<file path="src/hdl/mavh_pkg.sv">
// Shared constants, payload types and state codes of the moving-average level unit.
`default_nettype none

package mavh_pkg;

   // History ring geometry.
   localparam int RING_DEPTH = 32;
   localparam int IDX_W      = $clog2(RING_DEPTH);
   localparam int CNT_W      = $clog2(RING_DEPTH + 1);

   // Field widths.
   localparam int SAMPLE_W  = 12;
   localparam int WIN_W     = 5;
   localparam int LEVEL_W   = 3;
   localparam int SUM_W     = SAMPLE_W + CNT_W;
   localparam int CSR_IDX_W = 3;

   // Register indexes on the configuration port.
   localparam logic [CSR_IDX_W-1:0] CSR_WINDOW_LEN      = 3'd0;
   localparam logic [CSR_IDX_W-1:0] CSR_DEADBAND        = 3'd1;
   localparam logic [CSR_IDX_W-1:0] CSR_THRESHOLD_ONE   = 3'd2;
   localparam logic [CSR_IDX_W-1:0] CSR_THRESHOLD_TWO   = 3'd3;
   localparam logic [CSR_IDX_W-1:0] CSR_THRESHOLD_THREE = 3'd4;
   localparam logic [CSR_IDX_W-1:0] CSR_THRESHOLD_FOUR  = 3'd5;

   // Register values after reset.
   localparam logic [WIN_W-1:0]    RST_WINDOW_LEN      = 5'd30;
   localparam logic [SAMPLE_W-1:0] RST_DEADBAND        = 12'd50;
   localparam logic [SAMPLE_W-1:0] RST_THRESHOLD_ONE   = 12'd2300;
   localparam logic [SAMPLE_W-1:0] RST_THRESHOLD_TWO   = 12'd2500;
   localparam logic [SAMPLE_W-1:0] RST_THRESHOLD_THREE = 12'd2700;
   localparam logic [SAMPLE_W-1:0] RST_THRESHOLD_FOUR  = 12'd2900;

   // Level codes.
   localparam logic [LEVEL_W-1:0] LEVEL_0 = 3'd0;
   localparam logic [LEVEL_W-1:0] LEVEL_1 = 3'd1;
   localparam logic [LEVEL_W-1:0] LEVEL_2 = 3'd2;
   localparam logic [LEVEL_W-1:0] LEVEL_3 = 3'd3;
   localparam logic [LEVEL_W-1:0] LEVEL_4 = 3'd4;

   typedef struct packed {
      logic [SAMPLE_W-1:0] sample_a;
      logic [SAMPLE_W-1:0] sample_b;
      logic [SAMPLE_W-1:0] sample_c;
      logic [SAMPLE_W-1:0] sample_d;
   } req_payload_type;

   typedef struct packed {
      logic [LEVEL_W-1:0]  level;
      logic [SAMPLE_W-1:0] held_value;
   } rsp_payload_type;

   // Sequencer states.
   typedef enum logic [2:0] {
      ST_IDLE,
      ST_SUM,
      ST_DIV,
      ST_HYST,
      ST_FINISH
   } state_type;

   // Access request to the history ring.
   typedef struct packed {
      logic                wr_en;
      logic [IDX_W-1:0]    wr_addr;
      logic [SAMPLE_W-1:0] wr_data;
      logic                rd_en;
      logic [IDX_W-1:0]    rd_addr;
   } ring_cmd_type;

endpackage

`default_nettype wire

</file>
<file path="src/hdl/mavh_ring.sv">
// History ring memory with per-entry valid bits so that unwritten entries read as zero.
`default_nettype none

module mavh_ring (
   input  wire                              clock,
   input  wire                              reset,
   input  mavh_pkg::ring_cmd_type           ring_cmd,
   output logic [mavh_pkg::SAMPLE_W-1:0]    rd_data
);
   import mavh_pkg::*;

   logic [SAMPLE_W-1:0]   mem_ff [RING_DEPTH];
   logic [SAMPLE_W-1:0]   mem_q_ff;
   logic [RING_DEPTH-1:0] valid_ff;
   logic                  hit_ff;

   // Storage array: one write and one registered read per cycle.
   always_ff @(posedge clock) begin
      if (ring_cmd.wr_en) begin
         mem_ff[ring_cmd.wr_addr] <= ring_cmd.wr_data;
      end
      if (ring_cmd.rd_en) begin
         mem_q_ff <= mem_ff[ring_cmd.rd_addr];
      end
   end

   // Valid bits are cleared by reset; the read captures the bit of its entry.
   always_ff @(posedge clock) begin
      if (reset) begin
         valid_ff <= '0;
         hit_ff   <= 1'b0;
      end else begin
         if (ring_cmd.wr_en) begin
            valid_ff[ring_cmd.wr_addr] <= 1'b1;
         end
         if (ring_cmd.rd_en) begin
            hit_ff <= valid_ff[ring_cmd.rd_addr];
         end
      end
   end

   // An entry never written reads as zero.
   assign rd_data = hit_ff ? mem_q_ff : '0;

endmodule

`default_nettype wire

</file>
<file path="src/hdl/mavh_divider.sv">
// Restoring serial divider: one quotient bit per cycle.
`default_nettype none

module mavh_divider (
   input  wire                           clock,
   input  wire                           reset,
   input  wire                           start,
   input  wire  [mavh_pkg::SUM_W-1:0]    dividend,
   input  wire  [mavh_pkg::CNT_W-1:0]    divisor,
   output logic                          done,
   output logic [mavh_pkg::SUM_W-1:0]    quotient
);
   import mavh_pkg::*;

   localparam int STEP_W = $clog2(SUM_W + 1);

   logic [SUM_W-1:0]  quo_ff, quo_in;
   logic [CNT_W-1:0]  rem_ff, rem_in;
   logic [CNT_W-1:0]  dsr_ff;
   logic [STEP_W-1:0] step_ff, step_in;
   logic              busy_ff, busy_in;
   logic              done_ff, done_in;
   logic [CNT_W:0]    trial;
   logic [CNT_W:0]    diff;
   logic              take;

   // One shift-and-subtract step; the remainder stays below the divisor.
   always_comb begin
      trial = {rem_ff, quo_ff[SUM_W-1]};
      diff  = trial - {1'b0, dsr_ff};
      take  = (trial >= {1'b0, dsr_ff});
      rem_in  = rem_ff;
      quo_in  = quo_ff;
      step_in = step_ff;
      busy_in = busy_ff;
      done_in = 1'b0;
      if (start) begin
         rem_in  = '0;
         quo_in  = dividend;
         step_in = STEP_W'(SUM_W);
         busy_in = 1'b1;
      end else if (busy_ff) begin
         rem_in  = take ? diff[CNT_W-1:0] : trial[CNT_W-1:0];
         quo_in  = {quo_ff[SUM_W-2:0], take};
         step_in = step_ff - STEP_W'(1);
         if (step_ff == STEP_W'(1)) begin
            busy_in = 1'b0;
            done_in = 1'b1;
         end
      end
   end

   // Control flops.
   always_ff @(posedge clock) begin
      if (reset) begin
         busy_ff <= 1'b0;
         done_ff <= 1'b0;
         step_ff <= '0;
      end else begin
         busy_ff <= busy_in;
         done_ff <= done_in;
         step_ff <= step_in;
      end
   end

   // Datapath flops.
   always_ff @(posedge clock) begin
      rem_ff <= rem_in;
      quo_ff <= quo_in;
      if (start) begin
         dsr_ff <= divisor;
      end
   end

   assign done     = done_ff;
   assign quotient = quo_ff;

endmodule

`default_nettype wire

</file>
<file path="src/hdl/moving_average_hysteresis_level_unit.sv">
// Top level: four-sample mean, windowed moving average, hysteresis and five-level quantiser.
//
// Each request beat carries four 12-bit readings; their truncated mean is written into a
// 32-entry history ring and the first window_len entries are summed and divided by
// window_len, after which the held value follows the average only when the two differ by
// more than the deadband, and the held value is sorted into levels 0 to 4. The ring is
// walked one entry a cycle through its single read port, and the quotient comes from a
// serial divider at one bit a cycle over 18 bits. The block takes one item at a time;
// req_ready is high while it is idle, also while a finished response still waits in the
// output register. The ring needs no clearing pass after reset, and configuration writes
// are always accepted.
`default_nettype none

module moving_average_hysteresis_level_unit (
   input  wire                                clock,
   input  wire                                reset,
   input  wire                                req_valid,
   output logic                               req_ready,
   input  mavh_pkg::req_payload_type          req_payload,
   output logic                               rsp_valid,
   input  wire                                rsp_ready,
   output mavh_pkg::rsp_payload_type          rsp_payload,
   input  wire                                csr_valid,
   output logic                               csr_ready,
   input  wire  [mavh_pkg::CSR_IDX_W-1:0]     csr_index,
   input  wire  [mavh_pkg::SAMPLE_W-1:0]      csr_data
);
   import mavh_pkg::*;

   logic [WIN_W-1:0]    window_len_ff;
   logic [SAMPLE_W-1:0] deadband_ff;
   logic [SAMPLE_W-1:0] threshold_one_ff;
   logic [SAMPLE_W-1:0] threshold_two_ff;
   logic [SAMPLE_W-1:0] threshold_three_ff;
   logic [SAMPLE_W-1:0] threshold_four_ff;

   state_type           state_ff, state_in;
   logic [IDX_W-1:0]    wp_ff, wp_in;
   logic [SAMPLE_W-1:0] held_ff, held_in;
   logic [SAMPLE_W-1:0] avg_ff, avg_in;
   logic [SUM_W-1:0]    acc_ff, acc_in;
   logic [CNT_W-1:0]    issue_ff, issue_in;
   logic                rd_pend_ff, rd_pend_in;
   logic                rsp_valid_ff, rsp_valid_in;
   rsp_payload_type     rsp_payload_ff, rsp_payload_in;

   logic [CNT_W-1:0]    win_eff;
   logic [SAMPLE_W+1:0] sum4;
   logic [SAMPLE_W-1:0] mean4;
   logic [IDX_W:0]      wp_plus;
   logic [SAMPLE_W-1:0] diff;
   logic [LEVEL_W-1:0]  level;
   ring_cmd_type        ring_cmd;
   logic [SAMPLE_W-1:0] rd_data;
   logic                div_start;
   logic                div_done;
   logic [SUM_W-1:0]    div_quotient;

   mavh_ring u_ring (
      .clock    (clock),
      .reset    (reset),
      .ring_cmd (ring_cmd),
      .rd_data  (rd_data)
   );

   mavh_divider u_divider (
      .clock    (clock),
      .reset    (reset),
      .start    (div_start),
      .dividend (acc_ff),
      .divisor  (win_eff),
      .done     (div_done),
      .quotient (div_quotient)
   );

   // Configuration registers; indexes past the list are ignored.
   always_ff @(posedge clock) begin
      if (reset) begin
         window_len_ff      <= RST_WINDOW_LEN;
         deadband_ff        <= RST_DEADBAND;
         threshold_one_ff   <= RST_THRESHOLD_ONE;
         threshold_two_ff   <= RST_THRESHOLD_TWO;
         threshold_three_ff <= RST_THRESHOLD_THREE;
         threshold_four_ff  <= RST_THRESHOLD_FOUR;
      end else if (csr_valid) begin
         unique case (csr_index)
            CSR_WINDOW_LEN:      window_len_ff      <= csr_data[WIN_W-1:0];
            CSR_DEADBAND:        deadband_ff        <= csr_data;
            CSR_THRESHOLD_ONE:   threshold_one_ff   <= csr_data;
            CSR_THRESHOLD_TWO:   threshold_two_ff   <= csr_data;
            CSR_THRESHOLD_THREE: threshold_three_ff <= csr_data;
            CSR_THRESHOLD_FOUR:  threshold_four_ff  <= csr_data;
            default: ;
         endcase
      end
   end

   assign csr_ready = 1'b1;

   // Effective window: zero counts as one, and the ring depth is the upper limit.
   always_comb begin
      if (window_len_ff == '0) begin
         win_eff = CNT_W'(1);
      end else if (int'(window_len_ff) > RING_DEPTH) begin
         win_eff = CNT_W'(RING_DEPTH);
      end else begin
         win_eff = CNT_W'(window_len_ff);
      end
   end

   // Mean of the four readings, truncated.
   assign sum4 = {2'b00, req_payload.sample_a} + {2'b00, req_payload.sample_b}
               + {2'b00, req_payload.sample_c} + {2'b00, req_payload.sample_d};
   assign mean4   = sum4[SAMPLE_W+1:2];
   assign wp_plus = {1'b0, wp_ff} + (IDX_W + 1)'(1);

   // Distance between the new average and the held value.
   assign diff = (avg_ff > held_ff) ? (avg_ff - held_ff) : (held_ff - avg_ff);

   // Thresholds are tested in order; the first one above the held value decides.
   always_comb begin
      if (held_ff < threshold_one_ff) begin
         level = LEVEL_0;
      end else if (held_ff < threshold_two_ff) begin
         level = LEVEL_1;
      end else if (held_ff < threshold_three_ff) begin
         level = LEVEL_2;
      end else if (held_ff < threshold_four_ff) begin
         level = LEVEL_3;
      end else begin
         level = LEVEL_4;
      end
   end

   // Sequencer state and control flops.
   always_ff @(posedge clock) begin
      if (reset) begin
         state_ff     <= ST_IDLE;
         wp_ff        <= '0;
         held_ff      <= '0;
         issue_ff     <= '0;
         rd_pend_ff   <= 1'b0;
         rsp_valid_ff <= 1'b0;
      end else begin
         state_ff     <= state_in;
         wp_ff        <= wp_in;
         held_ff      <= held_in;
         issue_ff     <= issue_in;
         rd_pend_ff   <= rd_pend_in;
         rsp_valid_ff <= rsp_valid_in;
      end
   end

   // Datapath flops.
   always_ff @(posedge clock) begin
      acc_ff         <= acc_in;
      avg_ff         <= avg_in;
      rsp_payload_ff <= rsp_payload_in;
   end

   // Next state: write the mean, walk the window, divide, apply hysteresis, respond.
   always_comb begin
      state_in       = state_ff;
      wp_in          = wp_ff;
      held_in        = held_ff;
      avg_in         = avg_ff;
      acc_in         = acc_ff;
      issue_in       = issue_ff;
      rd_pend_in     = 1'b0;
      rsp_valid_in   = rsp_valid_ff && !rsp_ready;
      rsp_payload_in = rsp_payload_ff;
      ring_cmd       = '0;
      div_start      = 1'b0;
      unique case (state_ff)
         ST_IDLE: begin
            if (req_valid) begin
               ring_cmd.wr_en   = 1'b1;
               ring_cmd.wr_addr = wp_ff;
               ring_cmd.wr_data = mean4;
               if (int'(wp_plus) >= int'(win_eff)) begin
                  wp_in = '0;
               end else begin
                  wp_in = wp_plus[IDX_W-1:0];
               end
               acc_in   = '0;
               issue_in = '0;
               state_in = ST_SUM;
            end
         end
         ST_SUM: begin
            if (issue_ff < win_eff) begin
               ring_cmd.rd_en   = 1'b1;
               ring_cmd.rd_addr = issue_ff[IDX_W-1:0];
               issue_in         = issue_ff + CNT_W'(1);
               rd_pend_in       = 1'b1;
            end
            if (rd_pend_ff) begin
               acc_in = acc_ff + SUM_W'(rd_data);
            end
            if ((issue_ff == win_eff) && !rd_pend_ff) begin
               div_start = 1'b1;
               state_in  = ST_DIV;
            end
         end
         ST_DIV: begin
            if (div_done) begin
               avg_in   = div_quotient[SAMPLE_W-1:0];
               state_in = ST_HYST;
            end
         end
         ST_HYST: begin
            if (diff > deadband_ff) begin
               held_in = avg_ff;
            end
            state_in = ST_FINISH;
         end
         ST_FINISH: begin
            if (!rsp_valid_ff || rsp_ready) begin
               rsp_valid_in              = 1'b1;
               rsp_payload_in.level      = level;
               rsp_payload_in.held_value = held_ff;
               state_in                  = ST_IDLE;
            end
         end
         default: begin
            state_in = ST_IDLE;
         end
      endcase
   end

   assign req_ready   = (state_ff == ST_IDLE);
   assign rsp_valid   = rsp_valid_ff;
   assign rsp_payload = rsp_payload_ff;

`ifndef SYNTHESIS
   // An accepted beat starts the window walk and closes the request side.
   a_accept_starts_sum: assert property (@(posedge clock) disable iff (reset)
      (req_valid && req_ready) |=> (state_ff == ST_SUM && !req_ready))
      else $error("accepted beat did not start the window walk");

   // The held value only moves in the hysteresis step.
   a_held_only_in_hyst: assert property (@(posedge clock) disable iff (reset)
      (state_ff != ST_HYST) |=> $stable(held_ff))
      else $error("held value changed outside the hysteresis step");

   // The window average always fits the sample width.
   a_quotient_fits: assert property (@(posedge clock) disable iff (reset)
      div_done |-> (div_quotient[SUM_W-1:SAMPLE_W] == '0))
      else $error("window average exceeds the sample range");

   // After an item the write position lies inside the window.
   a_wp_in_window: assert property (@(posedge clock) disable iff (reset)
      (req_valid && req_ready) |=> (int'(wp_ff) < int'(win_eff)))
      else $error("write position outside the window");

   // A presented response never carries an undefined level code.
   a_level_range: assert property (@(posedge clock) disable iff (reset)
      rsp_valid |-> (rsp_payload.level <= LEVEL_4))
      else $error("response level out of range");
`endif

endmodule

`default_nettype wire

</file>
<file path="config.mk">
export PLATFORM = sky130hd
export DESIGN_NAME = moving_average_hysteresis_level_unit
export DESIGN_NICKNAME = d
export VERILOG_FILES = /design/src/hdl/mavh_pkg.sv /design/src/hdl/mavh_ring.sv /design/src/hdl/mavh_divider.sv /design/src/hdl/moving_average_hysteresis_level_unit.sv
export SDC_FILE = /design/constraint.sdc
export NUM_CORES = 1
export LEC_CHECK = 0
export BUFFER_PORTS_ARGS = -buffer_cell sky130_fd_sc_hd__buf_2
export CORE_MARGIN = 2
export CORE_UTILIZATION = 60
export CTS_BUF_LIST = sky130_fd_sc_hd__clkbuf_16
export CTS_CLUSTER_SIZE = 14
export DETAILED_ROUTE_END_ITERATION = 10
export PLACE_DENSITY = 0.74
export SLEW_MARGIN = 20
export SYNTH_ARGS = -nofsm -noshare
export SYNTH_HDL_FRONTEND = slang
export SYNTH_SLANG_ARGS = --single-unit
</file>
<file path="constraint.sdc">
create_clock -name clock -period 5.4 [get_ports clock]
set_input_delay 0.81 -clock clock [delete_from_list [all_inputs] [get_ports clock]]
set_output_delay 0.81 -clock clock [all_outputs]
set_load 0.005 [all_outputs]
</file>
==> metrics.txt <==
clk_lat worst skew=650 ps; die height=219 µm; Sink Count=603; Die Area=47800 µm²; Placer Congestion=0.916; Setup crit end=held_ff[4]; worst hold slack=405 ps; Residual DRC=0; FMAX=204 MHz; Multi-input gate area=10000 µm²; crit path capture type=flip-flop; Core ar.=45500 µm²; Worst setup startpoint=held_ff[0]; nets=2548; CP Data Arrival Time=5320 ps; Max-Cap Viols=0; largest net degree at the start of global routing=111; drt first-iter violations=2077; antenna-violating nets left=0; Mapped Avg Cell Area=12.5 µm²; Antenna diodes=0; Synth Area in Adders=7.50%; final setup fails=0; Yosys cell types=74; post-CTS resize count=0; CTS H-tree lvls=2; worst hold path class=reg -> reg; initial core utilization=60.8%; CTS tree=built; Ys Warns=0; pwr dens=344 nW/µm²; # Post-CTS Setup Buffers=0; multiplexer area fraction after synthesis=7.09%; EDFF count, synth=464; startpoint types=flip-flop; Clock Tree Buf Depth=3; drt first pass iters=6; Mapped Area=27700 µm²; final setup TNS=0 ps; vias=18200; gr ovfl total=0; Crit Path Max Fanout=12; Worst VDD drop=0.285 mV; DR WL/cell=22.5 µm; most frequent cells in the layout=edfxtp_1 (464), nor2_1 (226), nand2_1 (220), inv_1 (148), dfxtp_1 (138); status=completed; setup ws final=510 ps; layout cells sized above 1=15.2%; fillers=3224; post-synthesis simple-gate area fraction=11.4%; final period utilization=90.6%; syn nets=2435; r2r setup slk=510 ps; first-pass GRT wire length=103 mm; hold buffers post-CTS=0; RSZ-0062 raised after global routing=false; #FFs+latches synth=603; Final Slew Violations=0; compound-cell area share of the yosys netlist=8.54%; worst reg2reg endpoint=held_ff[4]; asr flop ratio synth=0%; Synth Flop Type=edfxtp_1; leading cell type in the layout, fill and taps excluded=edfxtp_1; Port Buffers=84; hold path start=u_divider.quotient[0]; Register Area=16700 µm²; sequential area share after synthesis=60.4%; xor and xnor area share after synthesis=1.42%; worst-margin pin slew=1130 ps; Post-Route WL=67.1 mm; pre-CTS WS=644 ps; Tot Pwr=0.0106 W; antenna violations before repair=1; die width=219 µm; R2R depth=20; growth of design area from synthesis to finish=11.7%; CP required=5830 ps; CTS Buf Count=59; Leakage=11.6 nW; Vias/cell=6.12; post-DP HPWL=43.6 mm; FP Rows=78; min cycle time layout=4890 ps; Layout Skew=67.0 ps; Slew headroom=24.9%; worst r2r src=held_ff[0]; root buf cell=clkbuf_16; Final Hold Viols=0; I/O Pins=86; Worst-path clk slew=60 ps; WS Path Type=reg -> reg; main combinational cell family by area after synthesis=simple AND/OR/NAND/NOR gates; vias in the first global route=18000; Syn Inst Count=2218; total track usage=28.6%
==> power breakdown <==
part	total, W	switching (W)	internal [W]	leakage (nW)
logic	0.00126	0.000852	0.000409	5.26
clock network	0.00396	0.00175	0.00221	0.963
registers	0.00540	0.0000611	0.00534	5.40
==> cells by family (layout without fill, tap and decap cells) <==
kind of cell               count (synthesis)  after routing
buffers and inverters                    246            410
AOI/OAI and AO/OA                        355            355
and+or+nand+nor                          692            692
muxes                                    127            127
other                                      1              1
DFF                                      603            603
xor gates and xnor gates                  45             45
adders and majority gates                149            149
==> cell type report <==
type / count / area share (%)
clock buffer: 60 / 4.86
sequential: 603 / 54.1
clock inverter: 52 / 1.22
multi-input combinational: 1369 / 32.4
timing repair buffer: 158 / 3.25
tap: 600 / 2.43
inverter: 140 / 1.70
==> stage by stage <==
step / area, µm² / util [%] / cells
floorplan: 27700 / - / 2218
global placement: 29000 / 63.8 / 2870
detailed placement: 29000 / 63.8 / 2870
CTS: 30900 / 67.9 / 2982
global route: 30900 / 67.9 / 2982
finish: 30900 / 67.9 / 2982
==> registers in the layout, indices dropped and copies added, names as in the netlist, 15 cells and up <==
register            cells
u_ring.mem_ff         384
u_ring.valid_ff        32
acc_ff                 18
u_divider.quotient     18
rsp_payload            15
==> per-layer routing <==
metal,track usage (%),share of wire (%)
met5,0.938,0.12
met4,13.9,4.9
met3,4.37,7.2
met2,49.5,50
met1,35.0,38
==> how the worst min path moves through the flow <==
stage | slack [ps] | to | depth (start not counted)
final | 400 | avg_ff[0] | 0
after floorplan | 420 | avg_ff[0] | 0
after global placement | 410 | u_divider.dsr_ff[2] | 0
after global routing | 420 | avg_ff[0] | 0
after CTS | 410 | avg_ff[0] | 0
after detailed placement | 420 | u_divider.dsr_ff[2] | 0
==> Yosys cell counts (all sizes together) (35+ instances only) <==
| master | instances | area [µm²] |
|---|---|---|
| ha | 121 | 1510 |
| mux4 | 52 | 1170 |
| nand2 | 221 | 832 |
| clkbuf | 71 | 267 |
| a21oi | 101 | 505 |
| dfxtp | 139 | 2780 |
| nor2 | 243 | 912 |
| o21ai | 58 | 290 |
| nand3 | 58 | 313 |
| inv | 140 | 526 |
| edfxtp | 464 | 13900 |
| mux2i | 47 | 470 |
| buf | 35 | 201 |
==> worst max-delay path, cell delays in order, from the launching register on <==
cell and delay [ps]:
dfxtp_1 510, ha_1 210, inv_1 60, fa_1 380, a21o_1 170, a21oi_1 300
o221ai_1 190, o211ai_1 160, o21ai_1 240, mux2_2 360, a21oi_1 160, o21ai_1 90
xor2_1 150, ha_1 300, nand4_1 110, or2_2 330, o221ai_1 210, o2111a_1 220
buf_4 250, mux2i_1 210, nor2_1 60
(Power assumes the default switching activity.)
